## config.mk

```make
export PLATFORM = sky130hd
export DESIGN_NAME = sco_cfg
export DESIGN_NICKNAME = d
export VERILOG_FILES = /design/src/sv/sco_pkg.sv /design/src/sv/sco_cfg.sv
export SDC_FILE = /design/constraint.sdc
export NUM_CORES = 1
export LEC_CHECK = 0
export BUFFER_PORTS_ARGS = -buffer_cell sky130_fd_sc_hd__buf_2
export CORE_MARGIN = 8
export CORE_UTILIZATION = 32
export CTS_CLUSTER_SIZE = 14
export DETAILED_ROUTE_END_ITERATION = 7
export GPL_ROUTABILITY_DRIVEN = 0
export PLACE_DENSITY = 0.71
export RECOVER_POWER = 100
export SLEW_MARGIN = 20
export SYNTH_ARGS = -nofsm -noshare
export SYNTH_HDL_FRONTEND = slang
export SYNTH_SLANG_ARGS = --single-unit
```

## constraint.sdc

```tcl
create_clock -name i_clk -period 1.3 [get_ports i_clk]
set_clock_uncertainty 0.2 [all_clocks]
set_input_delay 0.26 -clock i_clk [delete_from_list [all_inputs] [get_ports i_clk]]
set_output_delay 0.26 -clock i_clk [all_outputs]
set_load 0.02 [all_outputs]
```

## src/sv/sco_pkg.sv

```systemverilog
package sco_pkg;

    localparam int LEN_W    = 7;
    localparam int OFF_W    = 16;
    localparam int STATUS_W = 2;
    localparam int SIZE_W   = 17;
    localparam int APB_AW   = 3;
    localparam int APB_DW   = 32;

    localparam logic OP_ALLOC = 1'b0;
    localparam logic OP_FREE  = 1'b1;

    localparam logic [STATUS_W-1:0] ST_OK       = 2'd0;
    localparam logic [STATUS_W-1:0] ST_NO_SPACE = 2'd1;
    localparam logic [STATUS_W-1:0] ST_BAD_LEN  = 2'd2;
    localparam logic [STATUS_W-1:0] ST_FULL     = 2'd3;

    localparam logic REG_MAX_SIZE = 1'b0;

    localparam logic [SIZE_W-1:0] MAX_SIZE_RESET = 17'h10000;

    typedef struct packed {
        logic             op;
        logic [LEN_W-1:0] length;
        logic [OFF_W-1:0] offset;
    } t_req;

    typedef struct packed {
        logic [OFF_W-1:0]    granted_offset;
        logic [LEN_W-1:0]    granted_length;
        logic [STATUS_W-1:0] status;
    } t_rsp;

endpackage

```

## src/sv/sco_cfg.sv

```systemverilog
module sco_cfg (
    input  logic                        i_clk,
    input  logic                        i_rst_n,
    input  logic                        psel,
    input  logic                        penable,
    input  logic                        pwrite,
    input  logic [sco_pkg::APB_AW-1:0]  paddr,
    input  logic [sco_pkg::APB_DW-1:0]  pwdata,
    output logic [sco_pkg::APB_DW-1:0]  prdata,
    output logic                        pready,
    output logic [sco_pkg::SIZE_W-1:0]  o_max_size
);
    import sco_pkg::*;

    logic [SIZE_W-1:0] r_max_size;
    logic              w_wr;
    logic              w_hit;

    assign pready = 1'b1;
    assign w_hit  = (paddr[APB_AW-1] == REG_MAX_SIZE);
    assign w_wr   = psel && penable && pwrite && pready && w_hit;

    always_ff @(posedge i_clk) begin
        if (!i_rst_n) begin
            r_max_size <= MAX_SIZE_RESET;
        end else if (w_wr) begin
            r_max_size <= pwdata[SIZE_W-1:0];
        end
    end

    assign prdata     = w_hit ? APB_DW'(r_max_size) : '0;
    assign o_max_size = r_max_size;

endmodule

```

Word level (Yosys, flattened, before mapping)
Index checks and enable logic that the tools add are counted.

storage, ports and cells
  output and inout port bits = 50
  logic and storage cells = 6
  register bits = 17
  bits of input ports = 40

operators by class
  bitwise gates (word level) = 1
  reductions and logical operators = 3
  multiplexer cells = 1

operators with widths
  cell               count
  17-bit 2-to-1 mux  1
  1-bit logical AND  3
  1-bit inverter     1

Depth between registers and ports, before layout
Gate-level depths: netlist (run 1).

  depth in word-level cells = 3
  mapped depth = 4
  mapped depth without buffers = 2

Least setup slack after synthesis (run 1)
Ideal clock, no wire load.

  path kind = reg-to-output
  from = reg r_max_size[10] (netlist: o_max_size[10])
  to = out prdata[10] (netlist name)
  data arrival time = 0.805 ns
  buffers on the path = 0
  cell stages (with the launch flop) = 2
  path slack = 0.035 ns
  data required time = 0.840 ns
  path through = dfxtp_1 -> nor2b_1

between the ends
  longest elaborated chain between the ends = 1

ends and longest elaborated chain
  element                 RTL line       text
  start, declared         sco_cfg.sv:15  logic [SIZE_W-1:0] r_max_size;
  start signal, assigned  sco_cfg.sv:27  r_max_size <= pwdata[SIZE_W-1:0];
  17-bit 2-to-1 mux       sco_cfg.sv:31  assign prdata = w_hit ? APB_DW'(r_max_size) : '0;
  end, declared           sco_cfg.sv:9   output logic [sco_pkg::APB_DW-1:0] prdata,

No other way between the ends.

Worst setup path after layout (run 1)
  from = reg r_max_size[1] (netlist: o_max_size[1])
  to = out prdata[1] (netlist name)

Same word-level chain as after synthesis.

==> results.cfg, run 1 <==
[floorplanning]
rows = 20
die_area_sq_um = 4990
core_area_sq_um = 2950
die_h_microns = 70.6
ios = 90
start_util_pct = 32.3
dieWidth_microns = 70.6

[logic_synthesis]
synthXorXnorAreaFrac_pct = 0
synthAdderAreaFrac_pct = 0
synth.area.mux_share_pct = 17.8
synthCells = 111
yosys_warnings = 0
synth-simple-area-share_pct = 27.9
synth_area_leader_cell = dfxtp_1
synth_top_area_share_pct = 35.6
synth_area_sq_um = 955
syn_avg_cell_area_sq_um = 8.60
synth_compound_area_share_pct = 0
synthTopCellsByArea = dfxtp_1 36%, mux2i_1 18%, buf_4 13%
yosysSeqAreaShare_pct = 35.6
yosys.cell_types.count = 11
synth_top_family_by_area = simple AND/OR/NAND/NOR gates
ys_ff_latch = 17

[final_layout]
largest_reg_flops = 17
final_cell_area_sq_um = 1710
layout.cells.non_filler = 228
diodes = 0
fillers = 281
fin_nets = 236
drive_gt1_share_pct = 53.8
area_growth_pct = 79.2

[timing]
fmax_mhz = 711
drv_slew = 0
setup_viol = 25
hold_violations = 0
period_needed_ns = 1.41
rsz0062_at_grt = true
finalCritPeriodShare_pct = 108
setup_slack_ns = -0.107

[placed_design]
dpl.hpwl_microns = 1930
place_area_sq_um = 1210
dp_cells = 196
port-buffer-count = 56

[setup_path]
cp_slowest_cell = dfxtp_2
critPathKind = reg2out
max_stage_delay_ns = 0.34
start_kind = register
end_kind = output pin
critPathArrivalTime_ns = 0.95
crit_chain = and2b_2 -> buf_6
worstPathMaxFanout = 2
critPathRequiredTime_ns = 0.84

[grt]
use_met1_pct = 11.4
grt_util_met2_pct = 21.9
grt_pass1_vias = 946
busiest_layer = met2
track_usage_pct = 11.6
met3_usage_pct = 5.79
grt_antenna_before_repair = 0
grt_pass1_wl_microns = 4750
grt.overflow.total = 0
grt_max_degree = 18

[worst_hold_path]
min_path_type = in2reg

[clock_network]
clock_latency_ns = 0.28
clock_sinks = 17
clockBufferDepth = 2
cts_buffers = 3
clockRootBuffer = clkbuf_4
htreeDepth = 1
cts_tree = done
path_clk_slew_ns = 0.10

[power_and_ir_drop]
leakagePower_nw = 0.823
irDropWorstVdd_mv = 0.637
power.density_nw_per_um2 = 637

[routing]
drtAntennaViolNets = 0
wl_per_cell_microns = 13.0
drt_drc_violations_left = 0
drt_iter0_drc = 15
num_vias = 925
routed_wl_microns = 2960
drt_first_pass_iters = 4
vias_per_cell = 4.06

[run_status]
violations = negative setup slack
outcome = complete, but fails checks

[flow_run]
maxCapViolCount = 0
-- cells by family after synthesis --
logic type,count (synthesis)
muxes,17
buffers and inverters,23
and+or+nand+nor,52
DFF,17
other,2
-- cells in the final DEF (no fill, tap or decap) --
master and n:
conb_1 16, buf_2 25, nand2_1 32, dfxtp_2 17, clkbuf_4 4, and4b_1 1
nor2b_4 4, buf_6 31, buf_4 15, mux2i_1 17, clkbuf_2 2, clkbuf_1 1
nor2b_1 8, dlygate4sd3_1 15, and2b_2 7
-- metrics by stage --
step	setup WS [ns]	util (%)	TNS (ns)	hold slack [ns]	total power, mW
finish	-0.107	57.9	-1.24	0.0132	1.09
global route	-0.156	57.9	-3.15	0.00114	1.16
CTS	-0.118	54.9	-1.68	0.000490	1.09
detailed placement	-0.133	40.9	-2.42	0.262	0.746
global placement	-0.0950	40.9	-1.74	0.251	0.744
floorplan	0.0350	-	0	0.202	0.715
-- final cells by class --
cell class / count / area, sq um / share of cell area [%]
Multi-Input combinational cell: 85 / 527 / 30.8
Clock buffer: 4 / 26.3 / 1.54
Sequential cell: 17 / 362 / 21.1
Timing Repair Buffer: 89 / 754 / 44.1
Tap cell: 33 / 41.3 / 2.41
-- routing by layer --
metal / up-vias / part of all wire, %
met5: - / 0
met4: 0 / 0.98
met3: 2 / 8.1
met2: 34 / 55
met1: 410 / 36
li1: 479 / -
-- critical path: cells and delay by family (launching register included) --
family | cells | cell delay, ns
AND/OR/NAND/NOR | 1 | 0.20
buffers and inverters | 1 | 0.13
flip-flops | 1 | 0.34
-- path summary, 6_finish.rpt --
| kind | from | end | slack (ns) | cells past startpoint |
|---|---|---|---|---|
| setup / recovery | o_max_size[1] | prdata[1] | -0.11 | 2 |
| hold reg to reg | o_max_size[15] | o_max_size[15] | 0.27 | 2 |
| setup reg to reg | o_max_size[14] | o_max_size[14] | 0.31 | 4 |
| hold / removal | pwdata[15] | o_max_size[15] | 0.01 | 3 |
-- power by group --
part | leakage [nW] | internal [mW] | switching [mW] | total [mW]
registers | 0.145 | 0.534 | 0.00759 | 0.541
logic | 0.663 | 0.131 | 0.142 | 0.273
clock network | 0.0150 | 0.119 | 0.155 | 0.274
-- timing repair --
action,4_1_cts,5_1_grt
endpoints found under the hold margin,15,0
setup endpoints to repair,21,28
gates resized for setup,63,21
pin swaps,0,0
buffers inserted,9,4
hold buffers,15,0
-- Yosys cell counts (all sizes together) --
cell type   n
nand2      32
buf        18
dfxtp      17
mux2i      17
nor2b      12
and2b       7
clkbuf      5
conb        2
and4b       1
Note: power is estimated with default switching activity, not from simulation.
==> inputs of run 2 (changes only) <==
- ABC_AREA: default -> 1
- CELL_PAD_IN_SITES_DETAIL_PLACEMENT: default -> 2
- CELL_PAD_IN_SITES_GLOBAL_PLACEMENT: default -> 2
- CORE_UTILIZATION: 32 -> 17
- PLACE_DENSITY: 0.71 -> 0.76
==> run 2 against run 1 <==
The flow still finishes with violations (negative setup slack). Synthesized area up 14%. Critical endpoint is now prdata[14]. Routed wire length up 42%. Setup slack better by 0.070 ns. Register-to-register slack worse by 0.03 ns. Final cell count up 38%. Global-route usage down 2.2 points. Power up 22%. Critical path depth up 1. First-iteration DRC count up 67%.
==> results.cfg, run 2 <==
[flow_run]
maxCapViolCount = 0

[logic_synthesis]
synth_area_sq_um = 1090
syn_avg_cell_area_sq_um = 6.58
yosys-top-cells-count = 34 x inv_1, 31 x nor2_1, 18 x nor2_2
yosysSeqAreaShare_pct = 31.2
yosys.cell_types.count = 20
synth_top_area_share_pct = 31.2
ys.flop_type = dfxtp_1
synth_edf_count = 0
yosys_warnings = 0
synthArstFlopShare_pct = 0
synth_area_leader_cell = dfxtp_1
synthCells = 166
ys_ff_latch = 17
synth.most_common_cell = inv_1
synthTopCellsByArea = dfxtp_1 31%, buf_4 12%, inv_1 12%

[floorplanning]
die_h_microns = 96.2
die_area_sq_um = 9250
rows = 29
dieWidth_microns = 96.2
start_util_pct = 17.4
ios = 90
core_area_sq_um = 6280

[run_status]
violations = negative setup slack
outcome = complete, but fails checks

[clock_network]
cts_buffers = 3
path_clk_slew_ns = 0.07
clockRootBuffer = clkbuf_8
clockBufferDepth = 2
clock_latency_ns = 0.25
htreeDepth = 1
clock_sinks = 17
cts_tree = done

[worst_hold_path]
min_path_type = in2reg

[routing]
drt_first_pass_iters = 3
num_vias = 1181
drt_drc_violations_left = 0
drt_iter0_drc = 25
wl_per_cell_microns = 13.4
drtAntennaViolNets = 0
vias_per_cell = 3.76
routed_wl_microns = 4200

[timing]
hold_violations = 0
finalCritPeriodShare_pct = 103
fmax_mhz = 748
setup_viol = 16
period_needed_ns = 1.34
drv_slew = 0
setup_slack_ns = -0.0375
rsz0062_at_grt = true

[final_layout]
largest_reg_flops = 17
fillers = 779
diodes = 0
area_growth_pct = 60.3
mostFrequentLayoutCell = buf_2
drive_gt1_share_pct = 61.6
final_cell_area_sq_um = 1750
final_cell_mix = 35 x buf_2, 24 x buf_4, 23 x nor2_2
fin_nets = 278

[grt]
track_usage_pct = 9.31
grt_pass1_wl_microns = 6580
grt_antenna_before_repair = 0
use_met1_pct = 9.54
grt_max_degree = 18
grt_util_met2_pct = 17.5
grt.overflow.total = 0
grt_pass1_vias = 1356
met3_usage_pct = 3.98
busiest_layer = met2

[power_and_ir_drop]
power.density_nw_per_um2 = 760
leakagePower_nw = 0.920
power.total_mw = 1.33
irDropWorstVdd_mv = 0.414

[setup_path]
start_kind = register
cp_slowest_cell = dfxtp_2
critPathKind = reg2out
critPathBufInv = 2
max_stage_delay_ns = 0.35
critPathRequiredTime_ns = 0.84
end_kind = output pin
worstPathMaxFanout = 3
critPathArrivalTime_ns = 0.88
cp_top_family = flip-flops
crit_chain = inv_2 -> nor2_2 -> buf_4

[placed_design]
place_area_sq_um = 1420
port-buffer-count = 56
dpl.hpwl_microns = 3170
[run 2: cell count changes after synthesis, sizes merged, moves of 12 or more]
| cell | before | now |
|---|---|---|
| nor2 | 0 | 51 |
| inv | 0 | 35 |
| mux2i | 17 | 0 |
| nand3 | 0 | 17 |
| nand2 | 32 | 19 |
| nor2b | 12 | 0 |
[run 2: worst paths after layout]
path,from,endpoint,slack (ns),depth (start not counted)
max,o_max_size[14],prdata[14],-0.04,3
max reg2reg,o_max_size[9],o_max_size[9],0.28,4
min,pwdata[16],o_max_size[16],0.04,3
min reg2reg,o_max_size[0],o_max_size[0],0.30,2
[run 2: cell type report]
type                       instances  area (sq um)  area share, %
clock buffer                       4          45.0           2.57
inverter                          36           136           7.79
multi-input combinational        104           547           31.2
sequential                        17           362           20.7
tap                               77          96.3           5.50
timing repair buffer              76           564           32.2
[run 2: layer usage]
metal / wire length [microns] / share of wire (%)
met1: 1600 / 38
met2: 2180 / 52
met3: 401 / 9.5
met4: 13 / 0.31
met5: 0 / 0
[run 2: through the flow]
step | TNS, ns | utilization, % | std cells | hold slack, ns | setup WS (ns)
2_1_floorplan | -0.485 | - | 180 | 0.186 | -0.0485
3_3_place_gp | -1.43 | 22.7 | 297 | 0.273 | -0.0897
3_5_place_dp | -2.08 | 22.7 | 297 | 0.298 | -0.108
4_1_cts | -0.634 | 26.5 | 312 | 0.0312 | -0.0575
5_1_grt | -1.34 | 27.9 | 314 | 0.0384 | -0.113
6_report | -0.303 | 27.9 | 314 | 0.0396 | -0.0375
[run 2: report_power, final]
part           switching, mW  internal [mW]  leakage (nW)
logic                  0.220          0.137         0.752
registers             0.0167          0.543         0.145
clock network          0.195          0.218        0.0228
total                  0.432          0.898         0.920
[run 2: logic make-up after synthesis]
kind of cell	Yosys count	share of synthesized area [%]
other	2	0.688
AO/OA/AOI/OAI	1	0.458
flip-flops	17	31.2
AND/OR/NAND/NOR	87	39.1
buffers and inverters	59	28.6
[run 2: worst register-to-register path, stage by stage, from the launching register on]
cell and delay (ns):
dfxtp_2 0.33, buf_6 0.11, buf_4 0.12, nor2_2 0.10, nor2_2 0.04
[run 2: timing repair]
| action | CTS | global route |
|---|---|---|
| setup buffers | 11 | 2 |
| cloned | 0 | 0 |
| pin swaps | 5 | 10 |
| hold buffers | 0 | 0 |
| setup endpoints to repair | 17 | 20 |
| resized for setup | 58 | 28 |
==> inputs of run 3 (changes only) <==
- SETUP_SLACK_MARGIN: default -> 0.2
==> run 3 against run 2 <==
The run still ends with negative setup slack left. Count of clock-buffer cells in the layout unchanged. Global-route usage increased by 0.16 points. Sequential power decreased by 0.9%. Routed wire length increased by 5.8%. Sequential share of layout area decreased by 2.8 points. Critical path depth unchanged. Maximum frequency increased by 1.1%. Setup slack improved by 0.015 ns. Largest power group unchanged. Sequential cell count unchanged. Non-clock buffer count increased by 10. Critical endpoint is now prdata[3].
==> results.cfg, run 3 (same netlist as run 2, synthesis figures left out) <==
[power_and_ir_drop]
p_sw_uw = 447
p_seq_share_pct = 40.0
irDropWorstVdd_mv = 0.264
p_int_uw = 939
clock_power_share_pct = 28.8
power.density_nw_per_um2 = 653
swShare_pct = 32.2
leakagePower_nw = 1.02
share_comb_of_total_power_pct = 31.3

[routing]
wl_per_cell_microns = 13.7
vias_per_cell = 3.81
drt_first_pass_iters = 2
num_vias = 1235
drtAntennaViolNets = 0
drt_iter0_drc = 18
routed_wl_microns = 4440
drt_drc_violations_left = 0

[final_layout]
diodes = 0
final_cell_mix = 42 x buf_6, 21 x nor2_4, 21 x buf_2
final_util_pct = 33.8
seq_area_sq_um = 379
area_growth_pct = 94.4
multi_input_area_sq_um = 637
mostFrequentLayoutCell = buf_6
largest_reg_flops = 17
fillers = 721
fin_nets = 288
drive_gt1_share_pct = 66.4

[grt]
grt_pass1_vias = 1390
grt_util_met2_pct = 18.4
track_usage_pct = 9.47
busiest_layer = met2
grt_antenna_before_repair = 0
grt_pass1_wl_microns = 6710
use_met1_pct = 9.80
grt_max_degree = 18
grt.overflow.total = 0
met3_usage_pct = 1.56

[floorplanning]
die_area_sq_um = 9250
core_area_sq_um = 6280
ios = 90
rows = 29
die_h_microns = 96.2
dieWidth_microns = 96.2
start_util_pct = 17.4

[clock_network]
cts_hold_buf = 0
cts_tree = done
htreeDepth = 1
clockBufferDepth = 2
cts_buffers = 3
clockRootBuffer = clkbuf_8
clock_latency_ns = 0.25
path_clk_slew_ns = 0.07
clock_sinks = 17

[run_status]
violations = negative setup slack
outcome = complete, but fails checks

[flow_run]
maxCapViolCount = 0

[setup_path]
r2r-end = o_max_size[12]
rrSetupSlack_ns = 0.22
critPathRequiredTime_ns = 0.84
end_kind = output pin
start_kind = register
critPathKind = reg2out
r2r_cells = 5
worstPathMaxFanout = 3
crit_end = prdata[3]
crit_start = o_max_size[3]
critPathArrivalTime_ns = 0.86
worstReg2RegStart = o_max_size[12]

[placed_design]
port-buffer-count = 56
dpl.hpwl_microns = 3230
dp_slack_ns = -0.0855

[timing]
fmax_mhz = 756
setup_viol = 13
drv_slew = 0
finalCritPeriodShare_pct = 102
setup_slack_ns = -0.0224
rsz0062_at_grt = true
hold_violations = 0
period_needed_ns = 1.32

[worst_hold_path]
min_path_type = in2reg
[run 3: power by group through the flow]
| stage | clock network, mW | logic, mW | registers [mW] |
|---|---|---|---|
| 2_1_floorplan | 0 | 0.258 | 0.591 |
| 3_3_place_gp | 0 | 0.342 | 0.569 |
| 3_5_place_dp | 0 | 0.350 | 0.570 |
| 4_1_cts | 0.428 | 0.417 | 0.561 |
| 5_1_grt | 0.456 | 0.470 | 0.556 |
| 6_report | 0.399 | 0.434 | 0.554 |
[run 3: how the worst min path moves through the flow]
stage / from / end / cells after the start
global route: pwdata[16] / o_max_size[16] / 3
floorplan: pwdata[16] / o_max_size[16] / 2
global placement: o_max_size[3] / o_max_size[3] / 2
detailed placement: o_max_size[4] / o_max_size[4] / 2
CTS: pwdata[16] / o_max_size[16] / 3
finish: pwdata[16] / o_max_size[16] / 3
[run 3: worst max-delay path, cell delays in order, from the launching register on]
cell	delay, ns
dfxtp_4	0.37
inv_2	0.04
nor2_2	0.08
buf_6	0.12
[run 3: metal layers]
metal	wire length, microns	up-vias
met1	1620	584
met3	264	2
li1	-	608
met4	47	0
met5	0	-
met2	2510	41
[run 3: layout make-up]
class / instances / share of cell area (%)
Timing Repair Buffer: 86 / 38.4
Multi-Input combinational cell: 104 / 30.0
Sequential cell: 17 / 17.9
Inverter: 36 / 7.07
Tap cell: 77 / 4.54
Clock buffer: 4 / 2.12
[run 3: what timing repair did]
item	4_1_cts	5_1_grt
setup endpoints to repair	34	34
pin swaps	11	6
hold endpoints to repair	0	0
gates cloned	1	0
gates resized for setup	89	26
buffers inserted	10	10
[run 3: stage by stage]
step	hold WS (ns)	std cells	power, mW	TNS (ns)	area, sq um
detailed placement	0.280	299	0.920	-1.08	1630
global placement	0.270	299	0.911	-1.13	1630
floorplan	0.186	180	0.848	0	1350
finish	0.0199	324	1.39	-0.129	2120
CTS	0.0170	314	1.41	-0.349	1990
global route	0.0377	324	1.48	-0.909	2120
