`config.mk`:
```
export PLATFORM = sky130hd
export DESIGN_NAME = sco_ram
export DESIGN_NICKNAME = d
export VERILOG_FILES = /design/src/sv/sco_ram.sv
export SDC_FILE = /design/constraint.sdc
export NUM_CORES = 1
export LEC_CHECK = 0
export BUFFER_PORTS_ARGS = -buffer_cell sky130_fd_sc_hd__buf_4
export CAP_MARGIN = 5
export CORE_ASPECT_RATIO = 1.1
export CORE_UTILIZATION = 50
export CTS_BUF_LIST = sky130_fd_sc_hd__clkbuf_4
export DETAILED_ROUTE_END_ITERATION = 10
export PLACE_DENSITY = 0.65
export SKIP_LAST_GASP = 1
export SLEW_MARGIN = 15
export SYNTH_ARGS = -nofsm -noshare
export SYNTH_HDL_FRONTEND = slang
export SYNTH_SLANG_ARGS = --single-unit
```
`constraint.sdc`:
```
create_clock -name i_clk -period 5.9 [get_ports i_clk]
set_input_delay 1.18 -clock i_clk [delete_from_list [all_inputs] [get_ports i_clk]]
set_output_delay 1.18 -clock i_clk [all_outputs]
set_load 0.05 [all_outputs]
```
`src/sv/sco_ram.sv`:
```
module sco_ram #(
    parameter int WIDTH = 16,
    parameter int DEPTH = 64
) (
    i_clk,
    i_we,
    i_waddr,
    i_wdata,
    i_raddr,
    o_rdata
);
    localparam int AW = (DEPTH > 1) ? $clog2(DEPTH) : 1;

    input  logic             i_clk;
    input  logic             i_we;
    input  logic [AW-1:0]    i_waddr;
    input  logic [WIDTH-1:0] i_wdata;
    input  logic [AW-1:0]    i_raddr;
    output logic [WIDTH-1:0] o_rdata;

    logic [WIDTH-1:0] r_mem [DEPTH];
    logic [WIDTH-1:0] r_rdata;

    always_ff @(posedge i_clk) begin
        if (i_we) begin
            r_mem[i_waddr] <= i_wdata;
        end
        r_rdata <= r_mem[i_raddr];
    end

    assign o_rdata = r_rdata;

endmodule

```
Yosys cells after proc, flatten, opt, wreduce, memory -nomap -nowiden
Memory sizes are Yosys's and may differ from the RTL's. A register that Yosys moved wholly into a read port is not among the register bits.
Index checks and enable logic that the tools add are counted.
- bits in registers: 0
- bits in writable memories: 1024
- input port bits: 30
- output and inout port bits: 16
- word-level logic and storage cells: 3
- memories: 1
- memories (memory ; depth ; bits a word ; read ports ; clocked after Yosys merged registers in ; wr ports ; line ; text):
    r_mem ; 64 ; 16 ; 1 ; 1 ; 1 ; 21 ; logic [WIDTH-1:0] r_mem [DEPTH];
- mux-type cells: 2
- operators with widths (kind ; number):
    two-way mux 1 bit ; 2

Depth between registers and ports, before layout
Gate-level depths: netlist of the first run.
- depth after elaboration: 2
- depth in mapped cells: 10
- mapped depth without buffers: 5

Least setup slack after synthesis of the first run
Ideal clock, no wire load.
- path kind: input to register
- from: in i_waddr[3]
- to: mem r_mem[48][0], enable pin
- arrival: 2.806 ns
- slack: 2.685 ns
- cell stages on the path: 4
- path through: clkbuf_1 nor2b_1 nand4b_1 nor3_1
- RTL lines (element ; line ; text):
    from (decl) ; 16 ; input logic [AW-1:0] i_waddr;
    to (decl) ; 21 ;
No word-level cell before the write port.

Final worst setup path of the first run
- from: reg r_rdata[6] (netlist: o_rdata[6]) (read register of r_mem)
- to: out o_rdata[6]
- RTL lines (element ; line ; text):
    from (decl) ; 22 ; logic [WIDTH-1:0] r_rdata;
    to (decl) ; 19 ; output logic [WIDTH-1:0] o_rdata;
No word-level cell between the ends.

==> results by stage, run 1 <==
Routing:
- Using the TritonRoute via totals, the vias-per-cell ratio works out to ~6.0.
- The detailed router placed 19,900 vias in this run.
- After detailed routing, the total wire length is 93.1 mm.
- For this run, design rule violations remaining after detail routing come to 0.
- After the first detailed-routing iteration, the DRC count stood at roughly 2,100.
- The final routed wire length divided by cell count is 27.9 um.
- Once detail routing completed, the nets flagged for antenna violations numbered 0.
- The length of the first detailed-routing pass in iterations is 5.

Worst setup path:
- In this run the number of cells on the critical path is 1.
- In this run the critical register-to-register path is captured at o_rdata[11]$_DFF_P_.
- The number of cells on the worst reg-to-reg path is 4.
- The maximum fanout count along the critical path is 1.
- The stage delay of the slowest cell on the critical path is 0.58 ns.
- At the worst endpoint, the arrival time is around 2.0 ns.
- The kind of critical path is reg2out.
- The most critical setup path has its endpoint at o_rdata[6].
- The most critical setup path has its startpoint at o_rdata[6]$_DFF_P_.
- The cell family contributing the most delay on the critical path is flip-flops.
- The setup check on the worst reg-to-reg path leaves a slack of about 3.6 ns.
- Among all stages on the critical path, the largest delay is contributed by sky130_fd_sc_hd__dfxtp_1.
- The critical path launch point type is a register.
- The critical path goes through buf_4.
- The launch instance of the worst register-to-register path is r_mem[63][11]$_DFFE_PP_.
- At the worst endpoint, the required time is 4.72 ns.
- Counting both buffers and inverters, the worst setup path holds a total of 1.
- STA classifies the critical path endpoint as a primary output.

Timing:
- The slew at the pin closest to its max-slew limit is roughly 1.1 ns.
- The final-report max-slew violation count came to 0.
- The number of hold violations in the final report is 0.
- Across the routed clock network, the largest skew measured is 0.0976 ns.
- The final critical delay including setup and external delays is 3.16 ns.
- Setup violations remaining at the end of the flow were counted as 0.
- Of the available clock period, the critical path in the final layout requires 0.536.
- The worst-case headroom to the max-slew limit is 0.255.
- The final worst-path setup slack is 2.74 ns.
- Adding up every negative setup slack in the final design gives 0 ns.
- Static timing analysis puts the maximum clock frequency at 316 MHz.
- Setup repair after global routing left no endpoint under its margin.

Yosys:
- The library cell with the largest summed area after synthesis is sky130_fd_sc_hd__edfxtp_1.
- The cell area after technology mapping is 40,000 um^2.
- The post-synthesis net count is 1,859.
- The number of different library cells in the post-synthesis netlist is 43.
- The number of flops mapped to enable cells by yosys is 1,024.
- The most common cell in the synthesized netlist is sky130_fd_sc_hd__edfxtp_1.
- The total of flip-flops plus latches after synthesis is 1,040.
- The share of the synthesized area in the top cell type is 0.768.
- A synthesized cell averages 21.9 um^2.
- Yosys printed 0 warnings.
- The sequential share of the synthesized area is 0.776.
- The most instantiated flip-flop cell in the synthesis netlist is sky130_fd_sc_hd__edfxtp_1.
- The share of async-settable or async-resettable flops after synthesis is 0.
- In the synthesized netlist, the number of instances is 1,829.
- In the post-synthesis netlist, the biggest area contributors are sky130_fd_sc_hd__edfxtp_1 77%, sky130_fd_sc_hd__mux4_2 12%, sky130_fd_sc_hd__mux2i_1 2.1%, sky130_fd_sc_hd__dfxtp_1 0.80%, sky130_fd_sc_hd__mux2_2 0.76%.
- The commonest cells after synthesis are 1,024 x sky130_fd_sc_hd__edfxtp_1, 220 x sky130_fd_sc_hd__mux4_2, 85 x sky130_fd_sc_hd__mux2i_1.

Layout:
- At the end of the flow the core is filled with cells to 0.566.
- The area added between synthesis and finish is 11.7%.
- Counting the fill cells in the layout gives 5,892.
- The count of placed standard cells in the final layout, fillers left out is about 3,300.
- The register area is between 30,000 and 40,000 um^2.
- In the final design database the tool counted 2,120 nets.
- The area occupied by multi-input gates is roughly 8300 um^2.
- The share of layout cells above drive strength 1 is 0.332.

Die:
- The core footprint is 79,100 um^2.
- Measured along the x axis, the die boundary spans between 200 and 300 um.
- From bottom edge to top edge, the die measures 299 um.
- For this design the top-level I/O count stands at 46.
- For this configuration, the core starts out at a cell density of 0.507.
- The area of the die is 81,200 um^2.
- The initialized floorplan defines 108 standard-cell rows.

Global routing:
- The via count of the first global-routing pass is 20,300.
- The maximum number of pins on one net before global-route repair is 97.
- The number of antenna violations at the first check in global routing was 5.
- The leftover overflow at the end of global routing is 0.
- The total routing resource utilization after global routing is 0.235.
- The wire length of the first global-routing pass is ~140 mm.

Pwr:
- IR analysis of the VDD net gives a maximum drop of 0.167 mV.
- The analysis attributes to cell leakage a power of 0.0144 uW.
- In this run the power density over the cells is 326 nW/um^2.

Placed design:
- The detailed placement HPWL is 53.3 mm.
- The placed cell count is 2,893.
- At the end of routability-driven placement, the weighted congestion stood at 0.832.
- Input and output buffers added on the ports amount to 45.
- The setup slack after placement is roughly 1.7 ns.

Clock tree:
- Buffers added to address setup during post-CTS repair amount to 0.
- The CTS tree is yes.
- Clock tree synthesis found a total of 1,040 sinks.
- Clock-pin slew was measured on the worst setup and hold paths at ~0.070 ns.
- TritonCTS created 240 clock buffers.
- The cts-stage hold buffer count is 0.
- Clock tree synthesis selected as its root buffer the cell sky130_fd_sc_hd__clkbuf_4.
- The number of cells upsized or downsized after cts is 0.
- The latest clock arrival within the worst-skew pair is roughly 1.1 ns.
- The H-tree was split into 4 levels.
- The largest buffer count on any clock path is 3.

Hold path:
- The tightest min-delay check is of the in2reg type.

Run:
- The number of max-cap violations is 0.

Run status:
- The flow ran to the end, and the final reports show no timing, DRC or antenna violations.
## cell families (layout without fill, tap and decap cells)
logic type	after synthesis	count (layout)	share of synthesized area
AOI/OAI and AO/OA	129	129	0.0241
muxes	336	336	0.155
other	0	3	0
DFF	1040	1040	0.776
and+or+nand+nor	220	220	0.0265
buffers and inverters	104	563	0.0183
## worst min path at each step
stage,from,end,cells past startpoint
floorplan,r_mem[62][10]$_DFFE_PP_,o_rdata[10]$_DFF_P_,5
global placement,r_mem[0][2]$_DFFE_PP_,o_rdata[2]$_DFF_P_,4
detailed placement,r_mem[2][10]$_DFFE_PP_,o_rdata[10]$_DFF_P_,4
CTS,i_wdata[11],r_mem[44][11]$_DFFE_PP_,1
global route,i_wdata[11],r_mem[44][11]$_DFFE_PP_,1
finish,i_wdata[1],r_mem[57][1]$_DFFE_PP_,1
## worst reg2reg max path: stages, from the launching register on
cell                       delay (ns)
sky130_fd_sc_hd__edfxtp_1        0.38
sky130_fd_sc_hd__mux4_2          0.49
sky130_fd_sc_hd__mux2_2          0.28
sky130_fd_sc_hd__a221oi_1        0.80
sky130_fd_sc_hd__a311oi_1        0.18
## layout by cell type (no fill, tap or decap), types with 3 or more instances in the layout
cell,count
sky130_fd_sc_hd__nor2_2,6
sky130_fd_sc_hd__inv_6,4
sky130_fd_sc_hd__o21ai_1,3
sky130_fd_sc_hd__a22o_1,6
sky130_fd_sc_hd__diode_2,3
sky130_fd_sc_hd__nand2_1,59
sky130_fd_sc_hd__clkinv_1,64
sky130_fd_sc_hd__a41oi_1,5
sky130_fd_sc_hd__dfxtp_1,16
sky130_fd_sc_hd__a22oi_1,39
sky130_fd_sc_hd__clkinv_2,7
sky130_fd_sc_hd__buf_4,115
sky130_fd_sc_hd__nand4_1,12
sky130_fd_sc_hd__nand3_1,24
sky130_fd_sc_hd__a211o_1,8
sky130_fd_sc_hd__buf_12,5
sky130_fd_sc_hd__nor4_2,3
sky130_fd_sc_hd__a221o_1,6
sky130_fd_sc_hd__nor2b_1,29
sky130_fd_sc_hd__a221oi_1,16
sky130_fd_sc_hd__edfxtp_1,1024
sky130_fd_sc_hd__a311oi_1,8
sky130_fd_sc_hd__clkinv_4,3
sky130_fd_sc_hd__a21oi_1,17
sky130_fd_sc_hd__clkbuf_4,354
sky130_fd_sc_hd__and4_1,5
sky130_fd_sc_hd__nor2_1,68
sky130_fd_sc_hd__mux2_2,27
sky130_fd_sc_hd__a211oi_1,8
sky130_fd_sc_hd__mux4_2,220
sky130_fd_sc_hd__a31oi_1,8
sky130_fd_sc_hd__mux4_1,4
sky130_fd_sc_hd__clkinvlp_4,5
sky130_fd_sc_hd__nand2b_1,3
sky130_fd_sc_hd__mux2i_1,85
sky130_fd_sc_hd__o21ai_0,5
## layer usage
layer / track usage / vias to the layer above / wire (um)
met4: 0.103 / 2 / 2930
met5: 0 / - / 13
li1: - / 8389 / -
met3: 0.0575 / 168 / 7370
met1: 0.313 / 10400 / 36700
met2: 0.371 / 891 / 46100
## area by class of cell
class	count	area share
repair buffers	123	0.0225
flip-flops and latches	1040	0.695
clock buffers	354	0.0594
diodes	3	0.000168
clock inverters	86	0.00954
multi-input cells	685	0.185
well taps	1045	0.0292
## power breakdown
part           leakage (uW)  switching, uW  internal [uW]
clock               0.00181           2780           2810
sequential          0.00935           40.3           8170
combinational       0.00325            515            271
total                0.0144           3330          11300
## metrics by stage
step                instance area (um^2)  total power [uW]  hold WS (ns)
global route                       44700             15100         0.594
floorplan                          40000              8830         0.750
finish                             44700             14600         0.625
CTS                                44700             14700         0.519
detailed placement                 41600              9170         0.859
global placement                   41600              9150         0.844
## state kept, by name, indices dropped and copies added (netlist names)
register	count
r_mem	1024
o_rdata	16
No activity file was read; power rests on OpenSTA's default activity.
==> run 2, diff against run 1 <==
--- a/config.mk
+++ b/config.mk
@@ -11,7 +11,7 @@
 export CORE_UTILIZATION = 50
 export CTS_BUF_LIST = sky130_fd_sc_hd__clkbuf_4
 export DETAILED_ROUTE_END_ITERATION = 10
-export PLACE_DENSITY = 0.65
+export PLACE_DENSITY = 0.68
 export SKIP_LAST_GASP = 1
 export SLEW_MARGIN = 15
 export SYNTH_ARGS = -nofsm -noshare
==> constraint.sdc (replaced) <==
create_clock -name i_clk -period 2.7 [get_ports i_clk]
set_input_delay 0.54 -clock i_clk [delete_from_list [all_inputs] [get_ports i_clk]]
set_output_delay 0.54 -clock i_clk [all_outputs]
set_load 0.05 [all_outputs]
==> run 2 against run 1 <==
Effect of this change: via count rose by 4.2%; first-iteration DRC count down 0.38%; global-route usage grew 0.93 points; clock power up 130%; hold slack lost 0.47 ns; design area up 2.8%; count of clock-buffer cells in the layout is 32 higher; sequential share of layout area fell by 1.9 points; wire length rose by 3.3%; utilization up 1.6 points; clock skew fell by 0.0053 ns; non-clock buffer count rose by 129; critical path type unchanged; largest power group unchanged.
==> results by stage, run 2 (synthesis results as in run 1) <==
Routing:
- After the first detailed-routing iteration, the DRC count stood at 2,103.
- The final routed wire length divided by cell count is 27.8 um.
- Dividing the detail-routed via count by the number of cells gives between 5 and 6.
- The number of nets with antenna violations after detailed routing is 0.
- The count of unresolved DRC violations after routing is 0.
- The length of the first detailed-routing pass in iterations is 5.
- The detailed router placed 20,700 vias in this run.
- The total wire length is 96.2 mm.

Timing:
- The number of hold violations in the final report is 0.
- Static timing analysis puts the maximum clock frequency at 423 MHz.
- The setup TNS is 0 ns.
- Hold timing on the final database bottoms out at a slack of 0.151 ns.
- For the pin with the worst max-slew slack, the measured transition is 1.02 ns.
- The final-report max-slew violation count is 0.
- Between clock sinks in the finished design, the worst skew comes to 0.0923 ns.
- Setup repair after global routing left no endpoint under its margin.
- The final worst-path cycle share is 0.875.
- The worst-case headroom to the max-slew limit is 0.315.
- The final setup violation count is 0.
- The final critical delay including setup and external delays is between 2 and 2.5 ns.
- The final worst-path setup slack is 0.337 ns.

Placed design:
- The placed cell count is about 3,000.
- The number of buffer cells added on primary ports is 45.
- At the placement stage, the worst setup path has a slack of -0.0982 ns.
- The detailed placement HPWL is 57.1 mm.
- At the end of routability-driven placement, the weighted congestion stood at 0.887.

Die:
- Measured along the x axis, the die boundary spans 272 um.
- The initial standard-cell utilization of the core is 0.507.
- The vertical extent of the die is 299 um.
- The initialized floorplan defines about 110 standard-cell rows.
- The core region is 79,100 um^2.
- During I/O placement, the number of pins put on the boundary was 46.
- The area of the die is 81,200 um^2.

Global routing:
- The wire length of the first global-routing pass is 142 mm.
- The leftover overflow at the end of global routing is 0.
- The total routing resource utilization after global routing is 0.244.
- The maximum number of pins on one net before global-route repair is 65.
- The via count of the first global-routing pass is between 20,000 and 25,000.
- The number of antenna violations at the first check in global routing is 4.

Layout:
- In the layout the commonest cells are 1,024 x sky130_fd_sc_hd__edfxtp_1, 386 x sky130_fd_sc_hd__clkbuf_4, 220 x sky130_fd_sc_hd__mux4_2, 207 x sky130_fd_sc_hd__buf_4, 85 x sky130_fd_sc_hd__mux2i_1.
- For this run, the number of standard cells in the final layout without fillers is approximately 3,500.
- The final net count is 2,283.
- In the final layout, the multi-input gates occupy 8250 um^2.
- The number of flip-flops under the largest register name is 1,024.
- The most common cell after layout, fill and taps aside is sky130_fd_sc_hd__edfxtp_1.
- The register area is 31,100 um^2.
- The share of layout cells above drive strength 1 is 0.364.
- The register bank with the most flops is r_mem.
- The number of fill cells in the layout is 5,795.
- The area added between synthesis and finish is 14.8%.

Pwr:
- The maximum VDD drop is around 0.37 mV.
- The fraction of power spent switching nets is 0.223.
- In this run the power spent charging and discharging nets is 7250 uW.
- The total power consumption of the routed design is 32,500 uW.
- Cell internal power was estimated by the tool at 25,200 uW.
- The share of total power dissipated in combinational logic is 0.060.
- Dividing total power by cell area gives a power density of 706 nW/um^2.
- The share of total power dissipated in sequential elements is 0.552.
- For this design the static power due to leakage is 0.0151 uW.
- The share of total power dissipated in the clock network is 0.388.

Worst setup path:
- The slowest cell on the critical path is sky130_fd_sc_hd__dfxtp_1.
- The number of buffers and inverters on the critical path is 1.
- Walking the worst path, the cells encountered are buf_4.
- The worst endpoint required time is ~2.2 ns.
- The critical path launch point type is a register.
- Of all nets on the critical path, the largest fanout is 1.
- Broken down by cell family, the worst path's largest delay share belongs to flip-flops.
- The kind of critical path is reg2out.
- The element type at the critical path end is a primary output.
- At the worst endpoint, the arrival time is approximately 1.8 ns.
- On the worst path, the slowest cell contributes a delay of between 0.4 and 0.5 ns.

Hold path:
- The path type of the worst min-delay path is in2reg.

Clock tree:
- The clock root buffer is sky130_fd_sc_hd__clkbuf_4.
- The maximum level of the CTS H-tree is 5.
- The number of gates resized after CTS was 0.
- The TritonCTS sink count is 1,040.
- The total clock buffers created by CTS is 274.
- The CTS tree is yes.
- The largest buffer count on any clock path is 4.
- Clock latency on the worst-skew pair, taken at its later pin, is about 1.2 ns.
- Clock-pin slew was measured on the worst setup and hold paths at 0.06 ns.

Run status:
- The flow ran to the end, and the final reports show no timing, DRC or antenna violations.

Run:
- The tool flagged a number of max-cap violations equal to 0.
run 2: changes by cell type in the layout (fill, tap and decap cells not counted), moves of 2 or more:
cell,change
sky130_fd_sc_hd__buf_4,+92
sky130_fd_sc_hd__clkbuf_4,+32
sky130_fd_sc_hd__clkinv_1,-21
sky130_fd_sc_hd__dlygate4sd3_1,+21
sky130_fd_sc_hd__buf_12,+16
sky130_fd_sc_hd__clkinv_2,-5
sky130_fd_sc_hd__clkinvlp_4,-4
sky130_fd_sc_hd__inv_6,-4
sky130_fd_sc_hd__nor2_1,+4
sky130_fd_sc_hd__nor2_2,-4
sky130_fd_sc_hd__clkinv_4,-3
sky130_fd_sc_hd__diode_2,-2
sky130_fd_sc_hd__inv_2,+2
sky130_fd_sc_hd__inv_8,-2
run 2: path summary, 6_finish.rpt:
path / startpoint / endpoint / slack (ns) / depth (start not counted)
setup / recovery: o_rdata[6]$_DFF_P_ / o_rdata[6] / 0.34 / 1
hold / removal: i_raddr[3] / o_rdata[6]$_DFF_P_ / 0.15 / 4
setup reg to reg: r_mem[18][9]$_DFFE_PP_ / o_rdata[9]$_DFF_P_ / 0.60 / 7
hold reg to reg: r_mem[56][5]$_DFFE_PP_ / o_rdata[5]$_DFF_P_ / 0.85 / 5
run 2: power by group through the flow:
stage / combinational (uW) / clock, uW / sequential [uW]
final: 1950 / 12600 / 17900
after floorplan: 925 / 0 / 18400
after global routing: 2050 / 13800 / 17900
after CTS: 1960 / 12900 / 17900
after global placement: 1900 / 0 / 18300
after detailed placement: 1940 / 0 / 18300
run 2: through the flow:
step	utilization	area (um^2)
2_1_floorplan	-	40000
3_3_place_gp	0.539	42600
3_5_place_dp	0.539	42600
4_1_cts	0.581	46000
5_1_grt	0.581	46000
6_report	0.581	46000
run 2: routing by layer:
layer	up-vias	share of wire	track usage
met5	-	0.00022	0
met4	4	0.028	0.0938
met3	165	0.082	0.0619
met2	1015	0.49	0.388
met1	10800	0.40	0.327
li1	8690	-	-
run 2: area by class of cell:
class | instances | area share
multi-input cells | 685 | 0.179
diodes | 1 | 0.0000544
well taps | 1045 | 0.0284
repair buffers | 252 | 0.0484
clock inverters | 49 | 0.00471
flip-flops and latches | 1040 | 0.676
clock buffers | 386 | 0.0630
run 2: what timing repair did:
action,in CTS,in global routing
setup buffers,0,0
hold endpoints to repair,492,0
hold buffers,21,0
==> run 3, diff against run 2 <==
--- a/config.mk
+++ b/config.mk
@@ -7,11 +7,10 @@
 export LEC_CHECK = 0
 export BUFFER_PORTS_ARGS = -buffer_cell sky130_fd_sc_hd__buf_4
 export CAP_MARGIN = 5
-export CORE_ASPECT_RATIO = 1.1
-export CORE_UTILIZATION = 50
+export CORE_MARGIN = 2
+export CORE_UTILIZATION = 40
 export CTS_BUF_LIST = sky130_fd_sc_hd__clkbuf_4
 export DETAILED_ROUTE_END_ITERATION = 10
-export PLACE_DENSITY = 0.68
 export SKIP_LAST_GASP = 1
 export SLEW_MARGIN = 15
 export SYNTH_ARGS = -nofsm -noshare
==> run 3 against run 2 <==
Effect of this change: highest routed layer unchanged; sequential cell count did not move; critical path depth did not move; critical path type unchanged; sequential power barely moved; clock skew fell by 0.031 ns.
==> results by stage, run 3 (synthesis results as in run 1) <==
Die:
- In this run the horizontal extent of the chip is 320 um.
- The floorplan step defined a die boundary enclosing 103,000 um^2.
- In this run the count of I/O pins placed on the die edge is 46.
- The floorplan step defined a core boundary enclosing ~100,000 um^2.
- The initial standard-cell utilization of the core is 0.402.
- The vertical extent of the die is 320 um.
- The floorplan has 116 rows.

Routing:
- In this run, the number of DRC markers left after iteration 0 of detailed routing was 1,909.
- The count of unresolved DRC violations after routing is 0.
- The via total after detailed routing is 20,300.
- The detail route stage leaves a number of antenna-violating nets equal to 0.
- For this block, the routed nets add up to 95.9 mm of wire.
- For this run, the detailed router's first-pass iteration total came to 5.
- In the routed layout, each cell is associated on average with a via count of 5.43.
- The final routed wire length divided by cell count is 25.7 um.

Global routing:
- Entering global routing, the biggest net connects 65 pins.
- The wire length of the first global-routing pass is between 100 and 150 mm.
- The total routing resource utilization after global routing is 0.188.
- The leftover overflow at the end of global routing is 0.
- The via count of the first global-routing pass is 20,900.
- The number of antenna violations at the first check in global routing is 7.

Placed design:
- The area after detailed placement is ~43,000 um^2.
- Detailed placement finished with a half-perimeter wire length of 57.2 mm.
- The placer congestion estimate is 0.827.
- The number of buffer cells added on primary ports is 45.

Timing:
- Timing would allow up to approximately 430 MHz.
- The worst-case headroom to the max-slew limit is 0.434.
- Setup repair after global routing left no endpoint under its margin.
- The number of hold violations in the final report is 0.
- The final worst-path cycle share is 0.862.
- The final critical delay including setup and external delays is between 2 and 2.5 ns.
- The final-report max-slew violation count was 0.
- For the pin with the worst max-slew slack, the measured transition is 0.849 ns.
- The largest clock skew in the final design is 0.0618 ns.
- The final setup violation count is 0.
- The setup TNS is 0 ns.

Worst setup path:
- In this run the register-to-register setup slack is 0.46 ns.
- The critical path is of the reg2out type.
- The number of buffers and inverters on the critical path is 1.
- The category of cells accounting for the largest share of critical-path delay is flip-flops.
- The slowest cell on the critical path is sky130_fd_sc_hd__dfxtp_1.
- STA classifies the critical path startpoint as a register.
- Walking the worst path, the cells encountered are buf_4.
- The stage delay of the slowest cell on the critical path is 0.45 ns.
- The worst setup path is captured at a primary output.
- At the worst endpoint, the arrival time is 1.79 ns.
- Of all nets on the critical path, the largest fanout is 1.
- For the worst setup path, the data required time is 2.16 ns.

Clock tree:
- CTS built an H-tree with a depth of 5.
- After clock tree synthesis, the repair step resized 0 gates.
- The CTS tree is yes.
- The largest buffer count on any clock path is 4.
- The clock root buffer is sky130_fd_sc_hd__clkbuf_4.
- The TritonCTS sink count is 1,040.
- The total clock buffers created by CTS is 279.
- After clock tree synthesis, the clock-pin slew on the worst setup and hold paths is 0.06 ns.
- The latest clock arrival within the worst-skew pair is roughly 1.1 ns.

Pwr:
- The total power consumption of the routed design is about 33,000 uW.
- In this run the static leakage power is 0.0153 uW.
- The maximum VDD drop is between 0.3 and 0.4 mV.
- The total power divided by cell area is 710 nW/um^2.

Layout:
- The filler cells instantiated in the layout total slightly above 8,000.
- The register area is 31,100 um^2.
- The library cells used most frequently in the layout, excluding fill and tap cells, are 1,024 x sky130_fd_sc_hd__edfxtp_1, 404 x sky130_fd_sc_hd__clkbuf_4, 220 x sky130_fd_sc_hd__mux4_2, 215 x sky130_fd_sc_hd__buf_4, 85 x sky130_fd_sc_hd__mux2i_1.
- The share of layout cells above drive strength 1 is 0.373.
- Once layout is done, the placed cells without fillers occupy 46,500 um^2.
- The most common cell after layout, fill and taps aside is sky130_fd_sc_hd__edfxtp_1.
- The register bank with the most flops is r_mem.
- The final net count is 2,290.
- The register with the most flip-flops in the layout has 1,024 of them.
- Summing all multi-input logic gate instances after layout gives 8250 um^2.
- From synthesis to final layout, the design area changed by 16.0%.

Hold path:
- The tightest min-delay check is of the in2reg type.

Run:
- The tool flagged a number of max-cap violations equal to 0.

Run status:
- The flow ran to the end, and the final reports show no timing, DRC or antenna violations.
[run 3: area by class of cell]
cell class	instances	area share
Clock buffer	404	0.0653
Multi-Input combinational cell	685	0.178
Tap cell	1298	0.0350
Antenna cell	10	0.000539
Timing Repair Buffer	254	0.0470
Clock inverter	44	0.00584
Sequential cell	1040	0.669
[run 3: final timing paths]
path                           from                      end  cells after the start
max             o_rdata[10]$_DFF_P_              o_rdata[10]                      1
min                     i_wdata[11]  r_mem[18][11]$_DFFE_PP_                      1
max reg2reg  r_mem[10][4]$_DFFE_PP_       o_rdata[4]$_DFF_P_                      6
min reg2reg  r_mem[62][2]$_DFFE_PP_       o_rdata[2]$_DFF_P_                      5
[run 3: repair_timing]
item / 4_1_cts / 5_1_grt
hold buffers: 19 / 0
endpoints found under the setup margin: 0 / 0
setup buffers: 0 / 0
hold endpoints to repair: 304 / 0
[run 3: layer usage]
| layer | wire length (um) | GRT usage | up-vias |
|---|---|---|---|
| met5 | 24 | 0 | - |
| li1 | - | - | 8734 |
| met4 | 2430 | 0.0699 | 4 |
| met2 | 45900 | 0.296 | 770 |
| met1 | 40900 | 0.257 | 10600 |
| met3 | 6610 | 0.0448 | 160 |
[run 3: worst reg2reg max path, delay by kind of cell (launching register included)]
kind	cells	cell delay, ns
AND/OR/NAND/NOR	1	0.14
AO/OA/AOI/OAI	3	0.95
buffers and inverters	1	0.23
multiplexers	1	0.45
flip-flops	1	0.36
[run 3: power by group]
part | internal [uW] | total, uW | switching (uW) | leakage (uW)
clock | 7170 | 13100 | 5950 | 0.00200
combinational | 741 | 1930 | 1180 | 0.00393
sequential | 17900 | 17900 | 60.9 | 0.00935
[run 3: stage by stage]
stage | hold WS [ns] | setup WS [ns] | utilization | instances
floorplan | 0.639 | 0.125 | - | 1829
global placement | 0.832 | -0.347 | 0.431 | 3258
detailed placement | 0.836 | -0.382 | 0.431 | 3258
CTS | 0.00848 | 0.262 | 0.466 | 3725
global route | 0.0314 | 0.254 | 0.466 | 3729
finish | 0.0804 | 0.372 | 0.466 | 3735
